<file path="src/rtl/npc_pkg.sv">
// package for the narrow phase contact unit: types, constants, helpers
`default_nettype none
package npc_pkg;

  localparam int COORD_FRAC_BITS_DEF  = 16;
  localparam int NORMAL_FRAC_BITS_DEF = 14;
  localparam int NORM_MAX             = 32767;
  localparam logic [30:0] PEN_MAX     = 31'h7fff_ffff;
  localparam int QUEUE_DEPTH          = 4;

  typedef enum logic [1:0] {
    FUNC_CIRCLE_CIRCLE = 2'd0,
    FUNC_CIRCLE_GROUND = 2'd1,
    FUNC_CIRCLE_BOX    = 2'd2,
    FUNC_BOX_BOX       = 2'd3
  } func_t;

  typedef enum logic [0:0] {
    REG_GROUND_LEVEL      = 1'b0,
    REG_CONTACT_THRESHOLD = 1'b1
  } reg_idx_t;

  // classified job handed from the front to the back
  typedef struct packed {
    logic        need_dist;   // distance from dx, dy decides the result
    logic        circ;        // circle-circle (else circle-box)
    logic [33:0] dx;          // signed difference
    logic [33:0] dy;
    logic [34:0] base;        // signed: ra+rb or ra
    logic [16:0] thr;         // circle-circle threshold
    logic        hit;         // direct result for ground and box-box
    logic [15:0] nx;
    logic [15:0] ny;
    logic [30:0] pen;
  } job_t;

  typedef struct packed {
    logic        hit;
    logic [15:0] nx;
    logic [15:0] ny;
    logic [30:0] pen;
  } res_t;

  function automatic logic [30:0] sat_pen(input logic signed [35:0] p);
    logic [30:0] r;
    if (p < 0) r = '0;
    else if (p > 36'sd2147483647) r = PEN_MAX;
    else r = p[30:0];
    return r;
  endfunction

endpackage
`default_nettype wire

</file>
<file path="src/rtl/npc_front.sv">
// front part: classifies a body pair and settles the simple tests
`default_nettype none
module npc_front #(
  parameter int NORMAL_FRAC_BITS = npc_pkg::NORMAL_FRAC_BITS_DEF
) (
  input  wire logic [1:0]         func,
  input  wire logic signed [31:0] a_x,
  input  wire logic signed [31:0] a_y,
  input  wire logic [29:0]        a_ex,
  input  wire logic [29:0]        a_ey,
  input  wire logic signed [31:0] b_x,
  input  wire logic signed [31:0] b_y,
  input  wire logic [29:0]        b_ex,
  input  wire logic [29:0]        b_ey,
  input  wire logic signed [31:0] ground_level,
  input  wire logic [15:0]        contact_threshold,
  output npc_pkg::job_t           job
);
  localparam logic [15:0] UNIT = ((1 << NORMAL_FRAC_BITS) > npc_pkg::NORM_MAX) ?
      16'(npc_pkg::NORM_MAX) : 16'(1 << NORMAL_FRAC_BITS);

  logic signed [33:0] lox, hix, loy, hiy, px, py, ax, ay, bx, by;
  logic signed [33:0] low, gl, ox, oy, adx, ady;

  always_comb begin
    ax = 34'(a_x); ay = 34'(a_y); bx = 34'(b_x); by = 34'(b_y);
    gl = 34'(ground_level);
    lox = bx - 34'(b_ex); hix = bx + 34'(b_ex);
    loy = by - 34'(b_ey); hiy = by + 34'(b_ey);
    px = ax; py = ay;
    if (px < lox) px = lox;
    if (px > hix) px = hix;
    if (py < loy) py = loy;
    if (py > hiy) py = hiy;
    low = ay - 34'(a_ex);
    adx = (ax < bx) ? bx - ax : ax - bx;
    ady = (ay < by) ? by - ay : ay - by;
    ox = 34'(a_ex) + 34'(b_ex) - adx;
    oy = 34'(a_ey) + 34'(b_ey) - ady;

    job = '0;
    job.thr = {1'b0, contact_threshold};
    unique case (npc_pkg::func_t'(func))
      npc_pkg::FUNC_CIRCLE_CIRCLE: begin
        job.need_dist = 1'b1;
        job.circ = 1'b1;
        job.dx = bx - ax;
        job.dy = by - ay;
        job.base = 35'(a_ex) + 35'(b_ex);
      end
      npc_pkg::FUNC_CIRCLE_BOX: begin
        job.need_dist = 1'b1;
        job.dx = px - ax;
        job.dy = py - ay;
        job.base = 35'(a_ex);
      end
      npc_pkg::FUNC_CIRCLE_GROUND: begin
        if (low <= gl) begin
          job.hit = 1'b1;
          job.ny = UNIT;
          job.pen = npc_pkg::sat_pen(36'(gl - low));
        end
      end
      default: begin
        if (ox > 0 && oy > 0) begin
          job.hit = 1'b1;
          if (ox < oy) begin
            job.nx = (ax < bx) ? UNIT : 16'(-UNIT);
            job.pen = npc_pkg::sat_pen(36'(ox));
          end else begin
            job.ny = (ay < by) ? UNIT : 16'(-UNIT);
            job.pen = npc_pkg::sat_pen(36'(oy));
          end
        end
      end
    endcase
  end

endmodule
`default_nettype wire

</file>
<file path="config.mk">
export PLATFORM = sky130hd
export DESIGN_NAME = npc_front
export DESIGN_NICKNAME = d
export VERILOG_FILES = /design/src/rtl/npc_pkg.sv /design/src/rtl/npc_front.sv
export SDC_FILE = /design/constraint.sdc
export NUM_CORES = 2
export LEC_CHECK = 0
export ABC_AREA = 0
export BUFFER_PORTS_ARGS = -buffer_cell sky130_fd_sc_hd__buf_2
export CAP_MARGIN = 20
export CORE_MARGIN = 2
export CORE_UTILIZATION = 45
export DETAILED_ROUTE_END_ITERATION = 8
export GPL_TIMING_DRIVEN = 0
export PLACE_DENSITY_LB_ADDON = 0.3
export SETUP_SLACK_MARGIN = 0.2
export SLEW_MARGIN = 20
export SYNTH_ARGS = -nofsm -noshare
export SYNTH_HDL_FRONTEND = slang
export SYNTH_SLANG_ARGS = --single-unit
</file>
<file path="constraint.sdc">
create_clock -name vclk -period 28.6
set_clock_uncertainty 0.2 [all_clocks]
set_input_delay 2.86 -clock vclk [all_inputs]
set_output_delay 2.86 -clock vclk [all_outputs]
set_load 0.02 [all_outputs]
</file>
==> Yosys cells after proc, flatten, opt, wreduce, memory -nomap -nowiden <==
Index checks and enable logic that the tools add are counted.
{ "word_totals": {"in_bits": 298, "out_inout_bits": 186, "word_cells": 65, "register_bits": 0} }
{ "op_classes": {"n_lt_le_gt_ge": 16, "mux": 26, "eq_ne": 2, "reduce_logical": 4, "add_sub_neg": 17} }
{ "ops": {"columns": ["operator", "count"], "rows": [
  ["31-bit 2-to-1 mux", 7],
  ["103-bit case mux with 2 select lines", 1],
  ["34-bit 2-to-1 mux", 6],
  ["32-bit by 32-bit subtractor with 33-bit output", 4],
  ["34-bit by 32-bit > comparator with 1-bit output (second input constant)", 3],
  ["34-bit by 1-bit < comparator with 1-bit output (second input constant)", 3],
  ["32-bit by 31-bit subtractor with 33-bit output", 3],
  ["47-bit case mux with 2 select lines", 1],
  ["30-bit by 30-bit adder with 31-bit output", 3],
  ["16-bit 2-to-1 mux", 5],
  ["34-bit by 1-bit > comparator with 1-bit output (second input constant)", 2],
  ["34-bit by 33-bit > comparator with 1-bit output", 2],
  ["31-bit by 34-bit subtractor with 34-bit output", 2],
  ["34-bit by 32-bit subtractor with 34-bit output", 2],
  ["32-bit by 31-bit adder with 33-bit output", 2],
  ["32-bit by 33-bit < comparator with 1-bit output", 2],
  ["32-bit < comparator", 2],
  ["64-bit 2-to-1 mux", 1],
  ["46-bit 2-to-1 mux", 1],
  ["34-bit < comparator", 1],
  ["32-bit by 33-bit subtractor with 34-bit output", 1],
  ["33-bit by 32-bit <= comparator with 1-bit output", 1],
  ["1-bit 2-to-1 mux", 3],
  ["3-bit OR reduction", 1],
  ["6 further kinds", 6]
]} }

==> Longest topological paths before layout <==
{ "depth": {"word_depth": 9, "depth_mapped": 54, "depth_no_buf": 51} }

==> Least setup slack after synthesis <==
No wires, ideal clock.
{ "synth_path": {"kind": "input to output", "startpoint": "input port b_ex[2]", "endpoint": "output port job[183] in the netlist's numbering", "setup_slack_ns": 12.522, "arrival_ns": 13.018, "stages": 49, "path_buffers": 4, "t_required_ns": 25.540, "path_cell_list": "inv_1 ha_1 buf_2 o211ai_1 a21o_1 a21oi_1 nor3b_1 o311ai_0 a21oi_1 or2_2 o31ai_1 a211o_1 xnor2_1 inv_1 ha_1 nand4_1 or4b_2 or2_2 [... 13 more ...] nor2b_1 o31a_1 a211o_1 a41o_1 mux2_2 ha_1 nor2b_1 o21ai_0 a21boi_0 o21ai_0 a211oi_1 o311ai_0 o311ai_0 a21oi_1 o211ai_1 a21oi_1 nor2b_1 o41ai_1"} }
{ "synth_lines": {"columns": ["element", "line", "text"], "rows": [
  ["from (decl)", "npc_front.sv:13", "input wire logic [29:0] b_ex,"],
  ["to (decl)", "npc_front.sv:17", "output npc_pkg::job_t job"]
]} }

==> impl_metrics.json <==
{
  "status": "finished, final reports clean",
  "seqCellArea_um2": 0,
  "synth_top_family_by_area": "compound AO/OA/AOI/OAI gates",
  "fin_tns_setup_ns": 0,
  "yosysSeqAreaShare_pct": 0,
  "cts-resized-gates": 0,
  "viasPerCell": 6.062,
  "p_clk_share_pct": 0,
  "rsz0062_at_grt": "no",
  "grt_first_pass_wirelength_um": 217600,
  "cpMostUsedCell": "o21ai_0",
  "grt_pass1_vias": 38160,
  "power.leakage_nw": 19.31,
  "seq_cell_count": 0,
  "yosysTopAreaCellShare_pct": 22.56,
  "p_switching_w": 0.001649,
  "synthToLayoutAreaGrowth_pct": 10.35,
  "yosys.area_share.simple_pct": 18.90,
  "drt_iter0_markers": 3156,
  "slowest_delay_ns": 1.01,
  "synth_area_leaders": "ha_1 (23%), a21oi_1 (7.9%), xnor2_1 (6.3%), inv_1 (5.5%), a21o_1 (4.9%)",
  "maxSlewViolCount": 0,
  "hold_viol_final": 0,
  "clockBufferCount": 0,
  "max_freq_mhz": 49.00,
  "hold_class": "input pin to primary output",
  "grt_max_degree": 11,
  "finalCriticalPeriod_ns": 20.41,
  "ys_warn_count": 0,
  "worst_slew_pin_slew_ns": 1.158,
  "worstPathArrival_ns": 17.35,
  "yosysUniqueCellTypes": 104,
  "ir_drop_v": 0.00002905,
  "postLayoutSetupSlackWorst_ns": 8.192,
  "avgRoutedWirePerCell_um": 22.55,
  "cp_max_fo": 10,
  "vias": 39740,
  "die_area_mm2": 0.08015,
  "seqPwrFrac_pct": 0,
  "cp_top_family": "compound AO/OA/AOI/OAI gates",
  "coreArea_mm2": 0.07734,
  "comb_power_share_pct": 100.0,
  "max-cap-violations": 0,
  "synth_compound_area_share_pct": 33.02,
  "yosysMostFrequentCell": "ha_1",
  "avgSynthCellArea_um2": 6.951,
  "synth_cells": 5043,
  "finalCritPeriodShare_pct": 71.36,
  "drc": 0,
  "drive_gt1_share_pct": 11.87,
  "place_congestion": 1.033,
  "antenna_found_initial": 11,
  "fillers": 8124,
  "powerDensity_mw_per_mm2": 68.64,
  "ant_nets": 0,
  "cp_data_required_time_ns": 25.54,
  "grtUsageTotal_pct": 34.78,
  "yosysTopAreaCell": "ha_1",
  "synth_mux_area_share_pct": 2.902,
  "postCtsSetupRepairBufs": 0,
  "wirelength_um": 147800,
  "die_h_um": 283.1,
  "synthTopCellsByCount": "ha_1 (632), a21oi_1 (555), inv_1 (509)",
  "row_count": 102,
  "cpMaxStageDelayCell": "nor4_1",
  "dp_worst_setup_slack_ns": 8.604,
  "initial_core_util_pct": 45.33,
  "synthAdderAreaFrac_pct": 26.75,
  "switching_share_pct": 62.12,
  "dp_hpwl_um": 128400,
  "fin_nets": 6514,
  "setup.worst_path.end_class": "primary output",
  "synth_xor_xnor_area_share_pct": 9.269,
  "p_int_w": 0.001006,
  "firstDrtPassIters": 6,
  "criticalPathCategory": "input pin to primary output",
  "die_w_um": 283.1,
  "syn_area_mm2": 0.03506,
  "io_buffer_count": 433,
  "path_buf_inv": 10,
  "relSlewSlack_pct": 22.01,
  "worstSetupStartpointType": "input pin",
  "grt_overflow": 0,
  "num_io_pins": 484,
  "hold_buffers": 0,
  "setup_viol": 0
}
[final cells by class]
type	count	area [um^2]	share of cell area (%)
well taps	1040	1301	3.364
multi-input cells	4306	31970	82.65
diodes	7	17.52	0.04528
repair buffers	434	2178	5.631
inverters	513	1926	4.978
plain buffers	256	1287	3.328
[stage by stage]
| step | instances | hold slack, ns | util, % | instance area [um^2] | power (W) |
|---|---|---|---|---|---|
| finish | 6556 | 5.736 | 50.02 | 38680 | 0.002655 |
| global route | 6555 | 5.741 | 50.01 | 38680 | 0.002898 |
| CTS | 6549 | 5.738 | 49.99 | 38660 | 0.002598 |
| detailed placement | 6549 | 5.738 | 49.99 | 38660 | 0.002582 |
| global placement | 6548 | 5.738 | 49.97 | 38640 | 0.002549 |
| floorplan | 5075 | 5.633 | - | 35180 | 0.001893 |
[cells in the final DEF, fill, tap and decap left out, types with 85 or more instances in the layout]
master	n
nor3_1	92
ha_1	632
o21ai_0	256
nor2_1	452
inv_1	509
buf_2	473
xor2_1	118
nand2b_1	85
a21oi_1	555
clkbuf_1	142
xnor2_1	253
nand3_1	88
a21o_1	228
mux2i_1	87
nand2_1	254
a211oi_1	113
[power by group through the flow]
| stage | sequential [W] | combinational [W] | clock [W] |
|---|---|---|---|
| final | 0 | 0.00266 | 0.0000000000330 |
| after global routing | 0 | 0.00290 | 0.0000000000282 |
| after CTS | 0 | 0.00260 | 0 |
| after detailed placement | 0 | 0.00258 | 0 |
| after global placement | 0 | 0.00255 | 0 |
| after floorplan | 0 | 0.00189 | 0 |
[cells by family (layout without fill, tap and decap cells)]
logic type,Yosys count,count (layout)
other,1,40
XOR/XNOR,371,371
buffers and inverters,769,1203
AND/OR/NAND/NOR,1355,1355
adder cells (fa/ha/maj),706,706
AO/OA/AOI/OAI,1741,1741
multiplexers,100,100
[path summary, 6_finish.rpt]
check / to / slack [ns] / start / cells past startpoint
hold / removal: job[66] / 5.74 / contact_threshold[2] / 2
setup / recovery: job[173] / 8.19 / b_ex[2] / 50
[routing by layer]
metal / vias up / GRT usage (%) / wire length, um
met5: - / 0 / 35
met4: 6 / 21.44 / 10310
met3: 372 / 2.665 / 9414
met2: 1650 / 60.28 / 68940
met1: 18610 / 41.76 / 59130
li1: 19110 / - / -
Note: power is estimated with default switching activity, not from simulation.
