<file path="src/rtl/npc_pkg.sv">
// package for the narrow phase contact unit: types, constants, helpers
`default_nettype none
package npc_pkg;

  localparam int COORD_FRAC_BITS_DEF  = 16;
  localparam int NORMAL_FRAC_BITS_DEF = 14;
  localparam int NORM_MAX             = 32767;
  localparam logic [30:0] PEN_MAX     = 31'h7fff_ffff;
  localparam int QUEUE_DEPTH          = 4;

  typedef enum logic [1:0] {
    FUNC_CIRCLE_CIRCLE = 2'd0,
    FUNC_CIRCLE_GROUND = 2'd1,
    FUNC_CIRCLE_BOX    = 2'd2,
    FUNC_BOX_BOX       = 2'd3
  } func_t;

  typedef enum logic [0:0] {
    REG_GROUND_LEVEL      = 1'b0,
    REG_CONTACT_THRESHOLD = 1'b1
  } reg_idx_t;

  // classified job handed from the front to the back
  typedef struct packed {
    logic        need_dist;   // distance from dx, dy decides the result
    logic        circ;        // circle-circle (else circle-box)
    logic [33:0] dx;          // signed difference
    logic [33:0] dy;
    logic [34:0] base;        // signed: ra+rb or ra
    logic [16:0] thr;         // circle-circle threshold
    logic        hit;         // direct result for ground and box-box
    logic [15:0] nx;
    logic [15:0] ny;
    logic [30:0] pen;
  } job_t;

  typedef struct packed {
    logic        hit;
    logic [15:0] nx;
    logic [15:0] ny;
    logic [30:0] pen;
  } res_t;

  function automatic logic [30:0] sat_pen(input logic signed [35:0] p);
    logic [30:0] r;
    if (p < 0) r = '0;
    else if (p > 36'sd2147483647) r = PEN_MAX;
    else r = p[30:0];
    return r;
  endfunction

endpackage
`default_nettype wire

</file>
<file path="src/rtl/npc_queue.sv">
// short queue between front and back
`default_nettype none
module npc_queue #(
  parameter int WIDTH = 8,
  parameter int DEPTH = npc_pkg::QUEUE_DEPTH
) (
  input  wire logic             clk,
  input  wire logic             rst_n,
  input  wire logic             wr_valid,
  output      logic             wr_ready,
  input  wire logic [WIDTH-1:0] wr_data,
  output      logic             rd_valid,
  input  wire logic             rd_ready,
  output      logic [WIDTH-1:0] rd_data
);
  localparam int AW = (DEPTH > 1) ? $clog2(DEPTH) : 1;
  logic [WIDTH-1:0] mem_r [DEPTH];
  logic [AW-1:0] wp_r, rp_r;
  logic [AW:0] cnt_r;
  logic wr, rd;

  assign wr_ready = (cnt_r != (AW+1)'(DEPTH));
  assign rd_valid = (cnt_r != '0);
  assign rd_data  = mem_r[rp_r];
  assign wr = wr_valid && wr_ready;
  assign rd = rd_valid && rd_ready;

  always_ff @(posedge clk) begin
    if (!rst_n) begin
      wp_r <= '0; rp_r <= '0; cnt_r <= '0;
    end else begin
      if (wr) wp_r <= (wp_r == AW'(DEPTH-1)) ? '0 : wp_r + 1'b1;
      if (rd) rp_r <= (rp_r == AW'(DEPTH-1)) ? '0 : rp_r + 1'b1;
      cnt_r <= cnt_r + (AW+1)'(wr) - (AW+1)'(rd);
    end
  end

  always_ff @(posedge clk) begin
    if (wr) mem_r[wp_r] <= wr_data;
  end

  a_no_overflow: assert property (@(posedge clk) disable iff (!rst_n)
    cnt_r <= (AW+1)'(DEPTH)) else $error("queue overflow");
  a_count_step: assert property (@(posedge clk) disable iff (!rst_n)
    (wr && !rd) |=> cnt_r == $past(cnt_r) + 1'b1) else $error("queue count");
  a_empty_no_valid: assert property (@(posedge clk) disable iff (!rst_n)
    (cnt_r == '0) |-> !rd_valid) else $error("queue empty valid");
endmodule
`default_nettype wire

</file>
<file path="config.mk">
export PLATFORM = sky130hd
export DESIGN_NAME = npc_queue
export DESIGN_NICKNAME = d
export VERILOG_FILES = /design/src/rtl/npc_pkg.sv /design/src/rtl/npc_queue.sv
export SDC_FILE = /design/constraint.sdc
export NUM_CORES = 1
export LEC_CHECK = 0
export BUFFER_PORTS_ARGS = -buffer_cell sky130_fd_sc_hd__buf_2
export CAP_MARGIN = 15
export CORE_MARGIN = 2
export CORE_UTILIZATION = 55
export DETAILED_ROUTE_END_ITERATION = 12
export PLACE_DENSITY = 0.83
export SKIP_LAST_GASP = 1
export SYNTH_ARGS = -nofsm -noshare
export SYNTH_HDL_FRONTEND = slang
export SYNTH_SLANG_ARGS = --single-unit
export TNS_END_PERCENT = 20
</file>
<file path="constraint.sdc">
create_clock -name clk -period 3.18 [get_ports clk]
set_input_delay 0.159 -clock clk [delete_from_list [all_inputs] [get_ports clk]]
set_output_delay 0.159 -clock clk [all_outputs]
set_load 0.05 [all_outputs]
</file>
* After elaboration in Yosys (flattened, before gate mapping)
Memories as Yosys holds them, arrays and structs flattened. A register that Yosys moved wholly into a read port is not among the register bits.
Cells that the tools add are included.
** Word-level totals
- Flip-flop bits (word level) :: 7
- Memory bits (writable) :: 32
- Bits of input ports :: 12
- Output and inout port bits :: 10
- Logic and storage cells :: 20
- Memories :: 1
** Operators by class
- Add/subtract/negate cells :: 4
- Equal/unequal tests :: 3
- Muxes and demuxes :: 6
- Reduce and logical (&&, ||, !) cells :: 3
** Memory list
- mem_r :: depth 4, bits a word 8, read ports 1, clocked after Yosys merged registers in 1, write ports 1, RTL line npc_queue.sv:17 : logic [WIDTH-1:0] mem_r [DEPTH];
** Operators by type and width (number)
- two-way mux 2 bit :: 4
- adder 2 x 1 -> 2 bit, second input constant :: 2
- == test 2 bit, second input constant :: 2
- adder 3 x 1 -> 3 bit :: 1
- inequality test 3 bit, second input constant :: 1
- nonzero test 3 bit :: 1
- subtractor 3 x 1 -> 3 bit :: 1
- logical AND 1 bit :: 2
- two-way mux 1 bit :: 2

* Logic depth before layout (Yosys ltp)
Gate-level depths: netlist of run 1.
- Depth in word-level cells :: 4
- Gate-level depth with buffers :: 12
- Depth with buffers taken out :: 11

* Least setup slack after synthesis of run 1
Ideal clock, no wire load.
- Path type :: flip-flop to flip-flop
- Start :: reg cnt_r[1]
- End :: reg cnt_r[2]
- Arrival :: 2295 ps
- Required time :: 3065 ps
- Path slack :: 770 ps
- Stages on the path, launching flop included :: 13
- Path buffers :: 1
- Period minus slack after synthesis :: 2410 ps
- Path through :: dfxtp_1 > or3b_1 > buf_6 > and2_4 > inv_1 > ha_1 > inv_1 > ha_1 > inv_1 > fa_1 > xnor2_1 > xnor2_1 > and2_1
** On the way
- Cells in the longest elaborated chain, start to end :: 4
- Elaborated cells between the ends (all ways) :: 6
** RTL lines
- start: declaration :: RTL line npc_queue.sv:19 : logic [AW:0] cnt_r;
- start signal: assignment :: RTL line npc_queue.sv:34 : cnt_r <= cnt_r + (AW+1)'(wr) - (AW+1)'(rd);
- inequality test 3 bit :: RTL line npc_queue.sv:22 : assign wr_ready = (cnt_r != (AW+1)'(DEPTH));
- named net wr_ready :: RTL line npc_queue.sv:10 : output logic wr_ready,
- logical AND 1 bit :: RTL line npc_queue.sv:25 : assign wr = wr_valid && wr_ready;
- adder 3 x 1 -> 3 bit :: RTL line npc_queue.sv:34
- subtractor 3 x 1 -> 3 bit :: RTL line npc_queue.sv:34
The timed path passes the listed nets, and every way through them passes these cells.
A chain may end at the register's enable or synchronous reset.

* Worst setup path in the final report of run 1
- Start :: reg cnt_r[1]
- End :: reg cnt_r[2]
** On the way
- Cells in the longest elaborated chain, start to end :: 4
- Elaborated cells between the ends (all ways) :: 6
** RTL lines (RTL line)
- inequality test 3 bit :: npc_queue.sv:22
- logical AND 1 bit :: npc_queue.sv:25
- adder 3 x 1 -> 3 bit :: npc_queue.sv:34
- subtractor 3 x 1 -> 3 bit * :: npc_queue.sv:34
Every way passes the cells marked *; elsewhere a longest branch is shown, timed or not.

==> flow_metrics.tcl, run 1 <==
set metrics [dict create \
    status "finished with violations" \
    violations "DRC" \
    yosys.area.top_type "edfxtp_1" \
    timing.rr.end "cnt_r[2]" \
    power.density_nw_per_um2 846.2 \
    synthTopCellsByCount "edfxtp_1, dfxtp_1, mux4_2" \
    timing.rr.start "cnt_r[1]" \
    fp.dieH_um 58.59 \
    grt_start_max_net_pins 15 \
    insertion_delay_ns 0.34 \
    peakVddDrop_mv 0.5339 \
    start_kind "register" \
    crit_arrival_ns 2.70 \
    top_level_ports 22 \
    grt_pass1_vias 865 \
    dp_hpwl_mm 1.825 \
    htreeDepth 2 \
    die_area_sq_um 3433 \
    clock_sinks 41 \
    crit_chain "or3b_1, and2_4, inv_1, ha_1, inv_1, ha_1, inv_1, fa_1, xnor2_1, xnor2_1, and2_1" \
    start_util_pct 58.43 \
    yosysMostFrequentCell "edfxtp_1" \
    cts_resized 0 \
    synthTopCellsByArea "edfxtp_1, dfxtp_1, mux4_2" \
    synth_seq_cells 41 \
    leakage_nw 0.6893 \
    r2r_cells 11 \
    cp_top_family "simple AND/OR/NAND/NOR gates" \
    wl_per_cell_um 16.85 \
    core_area_sq_um 2805 \
    fin_nets 138 \
    port_buffers 21 \
    hold_viol 0 \
    hold_buffers 0 \
    tightest_slew_ns 0.5422 \
    cpMaxStageDelayCell "or3b_1" \
    setup_viol 0 \
    clk_pin_slew_ns 0.13 \
    drt_iter0_drc 17 \
    synth_area_sq_um 1639 \
    cts_buffers 5 \
    ys_seq_area_share_pct 69.62 \
    std_cell_rows 19 \
    final.min_clock_period_ns 2.467 \
    first_pass_iters 8 \
    worstSetupPathType "reg -> reg" \
    power_w 0.001560 \
    dieWidth_um 58.59 \
    vias_per_cell 5.660 \
    async_flop_share_pct 0 \
    worst-path-max-fanout 7 \
    cts_tree "done" \
    ant_nets 0 \
    rsz0062_at_grt "no" \
    antenna_found_initial 0 \
    rrSetupSlack_ns 0.71 \
    wl_met3_um 119 \
    top_layer "met4" \
    grt-ovfl-total 0 \
    hold_ws_ns 0.02741 \
    grt_first_pass_wirelength_mm 4.036 \
    min_from "wr_data[5]" \
    synth_edf_count 32 \
    hold_depth 1 \
    syn_to_final_growth_pct 12.44 \
    finish.instance_area_sq_um 1843 \
    max_freq_mhz 405.4 \
    antennaDiodeCount 0 \
    drt-total-wl_mm 2.528 \
    max_cap_violations 0 \
    num_vias 849 \
    post_dp_cell_area_sq_um 1759 \
    synth_cell_types 26 \
    synth_area_per_cell_sq_um 17.44 \
    cp-end-kind "register" \
    met2_length_mm 1.305 \
    fin_setup_tns_ns 0 \
    skew_ns 0.01308 \
    ys_warn_count 0 \
    required_ns 3.41 \
    holdPathEnd "mem_r[0][5]" \
    drc 1 \
    relSlewSlack_pct 63.81 \
    hold_path_class "in -> reg" \
    post_cts_buffers 0 \
    synth_top_area_share_pct 58.63 \
    drive_gt1_share_pct 34.45 \
    synth_cells 94 \
    slowest_delay_ns 0.49 \
    grtUsageTotal_pct 16.71 \
    clockBufferDepth 2 \
    wl_met1_mm 1.071 \
    ys.flop_type "edfxtp_1" \
    drv_slew 0 \
    cp_common_cell "inv_1" \
    post-route-period-util_pct 77.57 \
    place_congestion 0.7081 \
    syn_nets 114 \
    clockRootBuffer "clkbuf_4" \
    crit_buf_inv 3 \
]
final cells by class:
cell class                 instances  area [sq um]
tap                               31         38.79
clock inverter                     3         46.29
fill                             198         962.2
sequential                        41          1141
timing repair buffer              21         105.1
multi-input combinational         43         451.7
inverter                           6         22.52
clock buffer                       5         37.54
worst reg2reg max path: cells and delay by family (launching register included):
family | cells | cell delay, ns
buffers and inverters | 3 | 0.15
flip-flops | 1 | 0.38
AND/OR/NAND/NOR | 3 | 0.85
XOR/XNOR | 2 | 0.26
adder cells (fa/ha/maj) | 3 | 0.72
stage by stage:
stage / std cells / setup WS, ns / util, %
detailed placement: 142 / 0.7197 / 62.71
finish: 150 / 0.7131 / 65.70
CTS: 150 / 0.6966 / 65.70
global placement: 142 / 0.8158 / 62.71
global route: 150 / 0.5594 / 65.70
floorplan: 94 / 0.7699 / -
how the worst max path moves through the flow:
stage | start | endpoint | slack, ns | cells past startpoint
global route | cnt_r[1] | cnt_r[2] | 0.56 | 11
floorplan | cnt_r[1] | cnt_r[2] | 0.77 | 12
CTS | cnt_r[1] | cnt_r[2] | 0.70 | 11
finish | cnt_r[1] | cnt_r[2] | 0.71 | 11
detailed placement | cnt_r[1] | cnt_r[2] | 0.72 | 11
global placement | cnt_r[1] | cnt_r[2] | 0.82 | 11
sequential cells by signal, indices dropped and copies added (netlist names), named ones only:
signal and cells:
wp_r 2, cnt_r 3, rp_r 2, mem_r 32
power breakdown:
group	total (W)	internal [W]	switching (W)
clock network	0.000335	0.000167	0.000168
logic	0.000505	0.000180	0.000325
registers	0.000720	0.000655	0.0000646
total	0.00156	0.00100	0.000557
logic make-up (layout without fill, tap and decap cells):
kind of cell / Yosys count / count (layout) / share of synthesized area (%)
flip-flops: 41 / 41 / 69.62
AND/OR/NAND/NOR: 20 / 20 / 6.947
buffers and inverters: 10 / 35 / 2.824
multiplexers: 9 / 9 / 11.60
adder cells (fa/ha/maj): 8 / 8 / 6.565
AO/OA/AOI/OAI: 4 / 4 / 1.374
XOR/XNOR: 2 / 2 / 1.069
routing by layer:
metal	GRT usage, %	vias to the layer above
met5	0	-
met4	6.818	0
met3	4.176	5
met2	30.02	23
met1	19.00	419
li1	-	402
layout by cell type, fill, tap and decap left out:
| cell | Yosys | layout |
|---|---|---|
| and2_1 | 2 | 2 |
| and2_4 | 1 | 1 |
| and3_1 | 2 | 2 |
| and3_2 | 2 | 2 |
| buf_2 | 1 | 21 |
| bufinv_16 | 0 | 1 |
| clkbuf_4 | 0 | 5 |
| clkinv_4 | 0 | 1 |
| clkinvlp_4 | 0 | 1 |
| dfxtp_1 | 9 | 9 |
| edfxtp_1 | 32 | 32 |
| fa_1 | 1 | 1 |
| ha_1 | 7 | 7 |
| inv_1 | 6 | 6 |
| mux2i_1 | 1 | 1 |
| mux4_2 | 8 | 8 |
| nand2_1 | 5 | 5 |
| nand3_1 | 2 | 2 |
| nand4_1 | 1 | 1 |
| nor2_1 | 2 | 2 |
| nor2b_1 | 1 | 1 |
| o21ai_0 | 2 | 2 |
| o21ai_1 | 1 | 1 |
| o31ai_1 | 1 | 1 |
| or3_2 | 1 | 1 |
| or3b_1 | 1 | 1 |
| xnor2_1 | 2 | 2 |
No activity file was read; power rests on OpenSTA's default activity.
==> run 2, diff against run 1 <==
- ABC_AREA: default -> 1
- CORE_UTILIZATION: 55 -> 56
- PLACE_DENSITY: 0.83 -> 0.84
- clock period: 3.18 -> 2.4 ns (I/O delays scaled with it)
==> run 2 against run 1 <==
The flow now finishes without violations; clock-buffer cell count increased by 3; register-to-register slack worse by 0.38 ns; area after synthesis is 3.5% higher; via count up 30%; cell count grew 39%; cell area up 7.8%; first-iteration DRC count is 150% higher; hold slack gained 0.021 ns; utilization is 4.5 points higher; die area is 1.5% higher; fmax grew 20%; largest power group unchanged.
==> flow_metrics.tcl, run 2 <==
set metrics [dict create \
    status "complete, no violations" \
    peakVddDrop_mv 0.8582 \
    htreeDepth 2 \
    cts_buffers 5 \
    worstSetupPathType "reg -> reg" \
    clk_pin_slew_ns 0.11 \
    syn_nets 159 \
    power.density_nw_per_um2 1156 \
    drv_slew 0 \
    start_kind "register" \
    regMostFlops "mem_r" \
    ys_warn_count 0 \
    dp_hpwl_mm 2.047 \
    leakage_nw 0.7965 \
    timing.rr.start "cnt_r[1]" \
    synth_area_per_cell_sq_um 12.21 \
    synth_area_sq_um 1697 \
    synth_cells 139 \
    setup_viol 0 \
    hold_buffers 8 \
    post-route-period-util_pct 85.98 \
    synth_top_area_share_pct 56.64 \
    post_cts_buffers 0 \
    final_common_cell "edfxtp_1" \
    synth_seq_cells 41 \
    top_level_ports 22 \
    place_congestion 0.7561 \
    die_area_sq_um 3486 \
    cp-end-kind "register" \
    num_vias 1106 \
    min_from "rst_n" \
    hold_ws_ns 0.04795 \
    clockRootBuffer "clkbuf_4" \
    largestRegisters "mem_r (32), cnt_r (3)" \
    drc 0 \
    antenna_found_initial 0 \
    ant_nets 0 \
    first_pass_iters 4 \
    rsz0062_at_grt "no" \
    worst-path-max-fanout 7 \
    largest_reg_flops 32 \
    crit_arrival_ns 2.32 \
    final_cell_mix "edfxtp_1, nor2_1, buf_2" \
    wl_per_cell_um 14.54 \
    fillers 189 \
    max_freq_mhz 484.6 \
    skew_ns 0.009727 \
    insertion_delay_ns 0.35 \
    drt_iter0_drc 42 \
    fin_nets 197 \
    grt-ovfl-total 0 \
    tightest_slew_ns 0.5575 \
    ys.flop_type "edfxtp_1" \
    required_ns 2.65 \
    core_area_sq_um 2829 \
    hold_viol 0 \
    syn_to_final_growth_pct 17.11 \
    hold_path_class "in -> reg" \
    dieWidth_um 59.04 \
    drive_gt1_share_pct 23.03 \
    grtUsageTotal_pct 19.87 \
    grt_start_max_net_pins 18 \
    max_cap_violations 0 \
    cts_resized 0 \
    ys_seq_area_share_pct 67.26 \
    fin_setup_tns_ns 0 \
    yosysMostFrequentCell "edfxtp_1" \
    clockBufferDepth 2 \
    final.min_clock_period_ns 2.064 \
    drt-total-wl_mm 3.039 \
    antennaDiodeCount 0 \
    std_cell_rows 19 \
    vias_per_cell 5.292 \
    port_buffers 21 \
    synthTopCellsByArea "edfxtp_1, dfxtp_1, nor2_1" \
    yosys.area.top_type "edfxtp_1" \
    cp-startpoint "cnt_r[1]" \
    synthTopCellsByCount "edfxtp_1, nor2_1, inv_1" \
    async_flop_share_pct 0 \
    cts_tree "done" \
    grt_first_pass_wirelength_mm 4.823 \
    relSlewSlack_pct 62.78 \
    grt_pass1_vias 1088 \
    fp.dieH_um 59.04 \
    synth_cell_types 23 \
    synth_edf_count 32 \
    start_util_pct 59.97 \
    clock_sinks 41 \
]
## run 2: path summary, 6_finish.rpt
kind | slack [ns] | to | depth (start not counted)
worst max-delay path | 0.34 | cnt_r[2] | 12
worst min-delay path | 0.05 | cnt_r[1] | 3
worst max register to register | 0.34 | cnt_r[2] | 12
worst min register to register | 0.52 | rp_r[1] | 2
## run 2: final cells by class
type	instances	area [sq um]	area share [%]
multi-input cells	82	480.5	24.18
flip-flops and latches	41	1141	57.43
well taps	31	38.79	1.952
clock buffers	8	58.81	2.960
repair buffers	33	215.2	10.83
inverters	14	52.55	2.645
## run 2: stage by stage
stage	cell area [sq um]	total power, W	std cells	util (%)	setup WS (ns)
2_1_floorplan	1697	0.001725	139	-	0.3930
3_3_place_gp	1848	0.001903	193	65.33	0.5676
3_5_place_dp	1848	0.001949	193	65.33	0.4234
4_1_cts	1987	0.002311	209	70.23	0.3303
5_1_grt	1987	0.002424	209	70.23	0.1768
6_report	1987	0.002297	209	70.23	0.3365
## run 2: kinds of logic (layout without fill, tap and decap cells)
family	count (synthesis)	count (layout)	share of synthesized area [%]
AND/OR/NAND/NOR	47	47	12.39
adder cells (fa/ha/maj)	8	8	6.342
buffers and inverters	16	55	4.425
AO/OA/AOI/OAI	26	26	9.071
XOR/XNOR	1	1	0.5163
flip-flops	41	41	67.26
## run 2: layer usage
layer  wire length (um)  GRT usage, %  up-vias
met4                 59         8.442        0
met5                  0             0        -
met1               1246         23.88      512
li1                   -             -      555
met2               1542         32.70       33
met3                190         6.769        6
## run 2: critical path, stage by stage (launching register included)
cell	delay, ns
dfxtp_1	0.48
nor2_4	0.09
nand2_2	0.12
nand2_4	0.08
ha_1	0.29
inv_1	0.05
ha_1	0.15
inv_1	0.07
fa_1	0.35
inv_1	0.09
nand2_1	0.08
nand2_1	0.08
nor2_1	0.04
## run 2: report_power, final
group,internal [W],switching [W],leakage [nW]
Clock,0.000145,0.000209,0.0326
Combinational,0.000266,0.000699,0.396
Sequential,0.000883,0.0000963,0.368
==> run 3, diff against run 2 <==
- ABC_AREA: 1 -> default
- CORE_UTILIZATION: 56 -> 55
- HOLD_SLACK_MARGIN: default -> 0.02
- PLACE_DENSITY: 0.84 -> 0.83
==> run 3 against run 2 <==
The run now ends with DRC left; via count is 16% lower; first-iteration DRC count shrank 26%; utilization increased by 0.77 points; critical path depth shrank 1; clock skew is 0.0035 ns lower; clock power increased by 19%; fmax fell by 12%; critical endpoint unchanged; sequential cell count unchanged; clock-buffer cell count unchanged.
==> flow_metrics.tcl, run 3 (synthesis results as in run 1) <==
set metrics [dict create \
    clockBufferDepth 2 \
    crit_arrival_ns 2.58 \
    drv_slew 0 \
    die_area_sq_um 3433 \
    final_common_cell "edfxtp_1" \
    worst-path-max-fanout 3 \
    grtUsageTotal_pct 17.55 \
    grt_first_pass_wirelength_mm 4.064 \
    place_congestion 0.7188 \
    core_area_sq_um 2805 \
    dieWidth_um 58.59 \
    first_pass_iters 8 \
    slowest_delay_ns 0.41 \
    start_util_pct 58.43 \
    insertion_delay_ns 0.34 \
    largest_reg_flops 32 \
    syn_to_final_growth_pct 21.53 \
    post_dp_cell_area_sq_um 1782 \
    required_ns 2.65 \
    regMostFlops "mem_r" \
    htreeDepth 2 \
    relSlewSlack_pct 65.37 \
    antenna_found_initial 0 \
    fp.dieH_um 58.59 \
    final_cell_mix "edfxtp_1, buf_2, mux4_2, dlygate4sd3_1, dfxtp_1" \
    cts_tree "done" \
    leakage_nw 0.7452 \
    drive_gt1_share_pct 41.98 \
    clock_sinks 41 \
    vias_per_cell 5.728 \
    wl_per_cell_um 17.48 \
    crit_chain "or3b_4, and2_4, inv_4, ha_4, inv_2, ha_2, inv_2, fa_2, xnor2_2, xnor2_1, and2_1" \
    finish.instance_area_sq_um 1992 \
    status "finished with violations" \
    fillers 202 \
    dp_slack_ns 0.03952 \
    largestRegisters "mem_r (32), cnt_r (3)" \
    cp_common_cell "inv_2" \
    ant_nets 0 \
    hold_viol 0 \
    violations "DRC" \
    fin_nets 150 \
    power.density_nw_per_um2 1076 \
    antennaDiodeCount 0 \
    num_vias 928 \
    final.min_clock_period_ns 2.334 \
    dp_hpwl_mm 1.779 \
    clk_pin_slew_ns 0.11 \
    grt_pass1_vias 902 \
    top_level_ports 22 \
    worstSetupPathType "reg -> reg" \
    grt-ovfl-total 0 \
    max_cap_violations 0 \
    setup_viol 0 \
    tightest_slew_ns 0.5188 \
    grt_start_max_net_pins 13 \
    std_cell_rows 19 \
    clockRootBuffer "clkbuf_4" \
    start_kind "register" \
    power_w 0.002143 \
    drt-total-wl_mm 2.831 \
    peakVddDrop_mv 0.5996 \
    rrSetupSlack_ns 0.07 \
    cts_buffers 5 \
    max_freq_mhz 428.5 \
    cp-end-kind "register" \
    port_buffers 21 \
    cpMaxStageDelayCell "or3b_4" \
    post-route-period-util_pct 97.24 \
    finalWorstSetupSlack_ns 0.06618 \
    drc 2 \
    skew_ns 0.006277 \
    hold_path_class "in -> reg" \
    drt_iter0_drc 31 \
]
==> run 3: power breakdown <==
part | total, W | internal [W] | switching (W)
combinational | 0.000770 | 0.000301 | 0.000470
sequential | 0.000953 | 0.000875 | 0.0000782
clock | 0.000420 | 0.000207 | 0.000213
total | 0.00214 | 0.00138 | 0.000761
==> run 3: timing repair <==
item	in CTS	in global routing
buffers inserted	0	1
hold buffers	8	0
gates resized for setup	0	14
setup endpoints to repair	0	1
hold endpoints to repair	32	0
==> run 3: final timing paths <==
path,from,to,cells after the start
max,cnt_r[1],cnt_r[2],11
min,wr_valid,wp_r[0],3
max reg2reg,cnt_r[1],cnt_r[2],11
min reg2reg,wp_r[1],wp_r[1],2
==> run 3: layer usage <==
layer  GRT usage, %  share of wire (%)  vias up
li1               -                  -      423
met1          20.34                 40      467
met2          28.25                 53       34
met3          7.253                5.2        4
met4          8.766                1.6        0
met5              0                  0        -
==> run 3: final cells by class <==
class | instances | area [sq um] | share of cell area (%)
clock buffer | 8 | 80.08 | 4.020
multi-input combinational | 43 | 484.2 | 24.31
tap | 31 | 38.79 | 1.947
timing repair buffer | 33 | 215.2 | 10.80
inverter | 6 | 25.02 | 1.256
sequential | 41 | 1149 | 57.66
==> run 3: critical path, delay by kind of cell, from the launching register on <==
| family | cells | cell delay (ns) |
|---|---|---|
| AND/OR/NAND/NOR | 3 | 0.73 |
| flip-flops | 1 | 0.35 |
| XOR/XNOR | 2 | 0.27 |
| adder cells (fa/ha/maj) | 3 | 0.74 |
| buffers and inverters | 3 | 0.14 |
==> run 3: through the flow <==
stage | std cells | setup TNS (ns) | hold WS (ns) | utilization, %
after floorplan | 94 | 0 | 0.2189 | -
after global placement | 145 | 0 | 0.3300 | 63.51
after detailed placement | 145 | 0 | 0.3393 | 63.51
after CTS | 161 | 0 | 0.03297 | 69.22
after global routing | 162 | -0.03383 | 0.04766 | 71.01
final | 162 | 0 | 0.07308 | 71.01
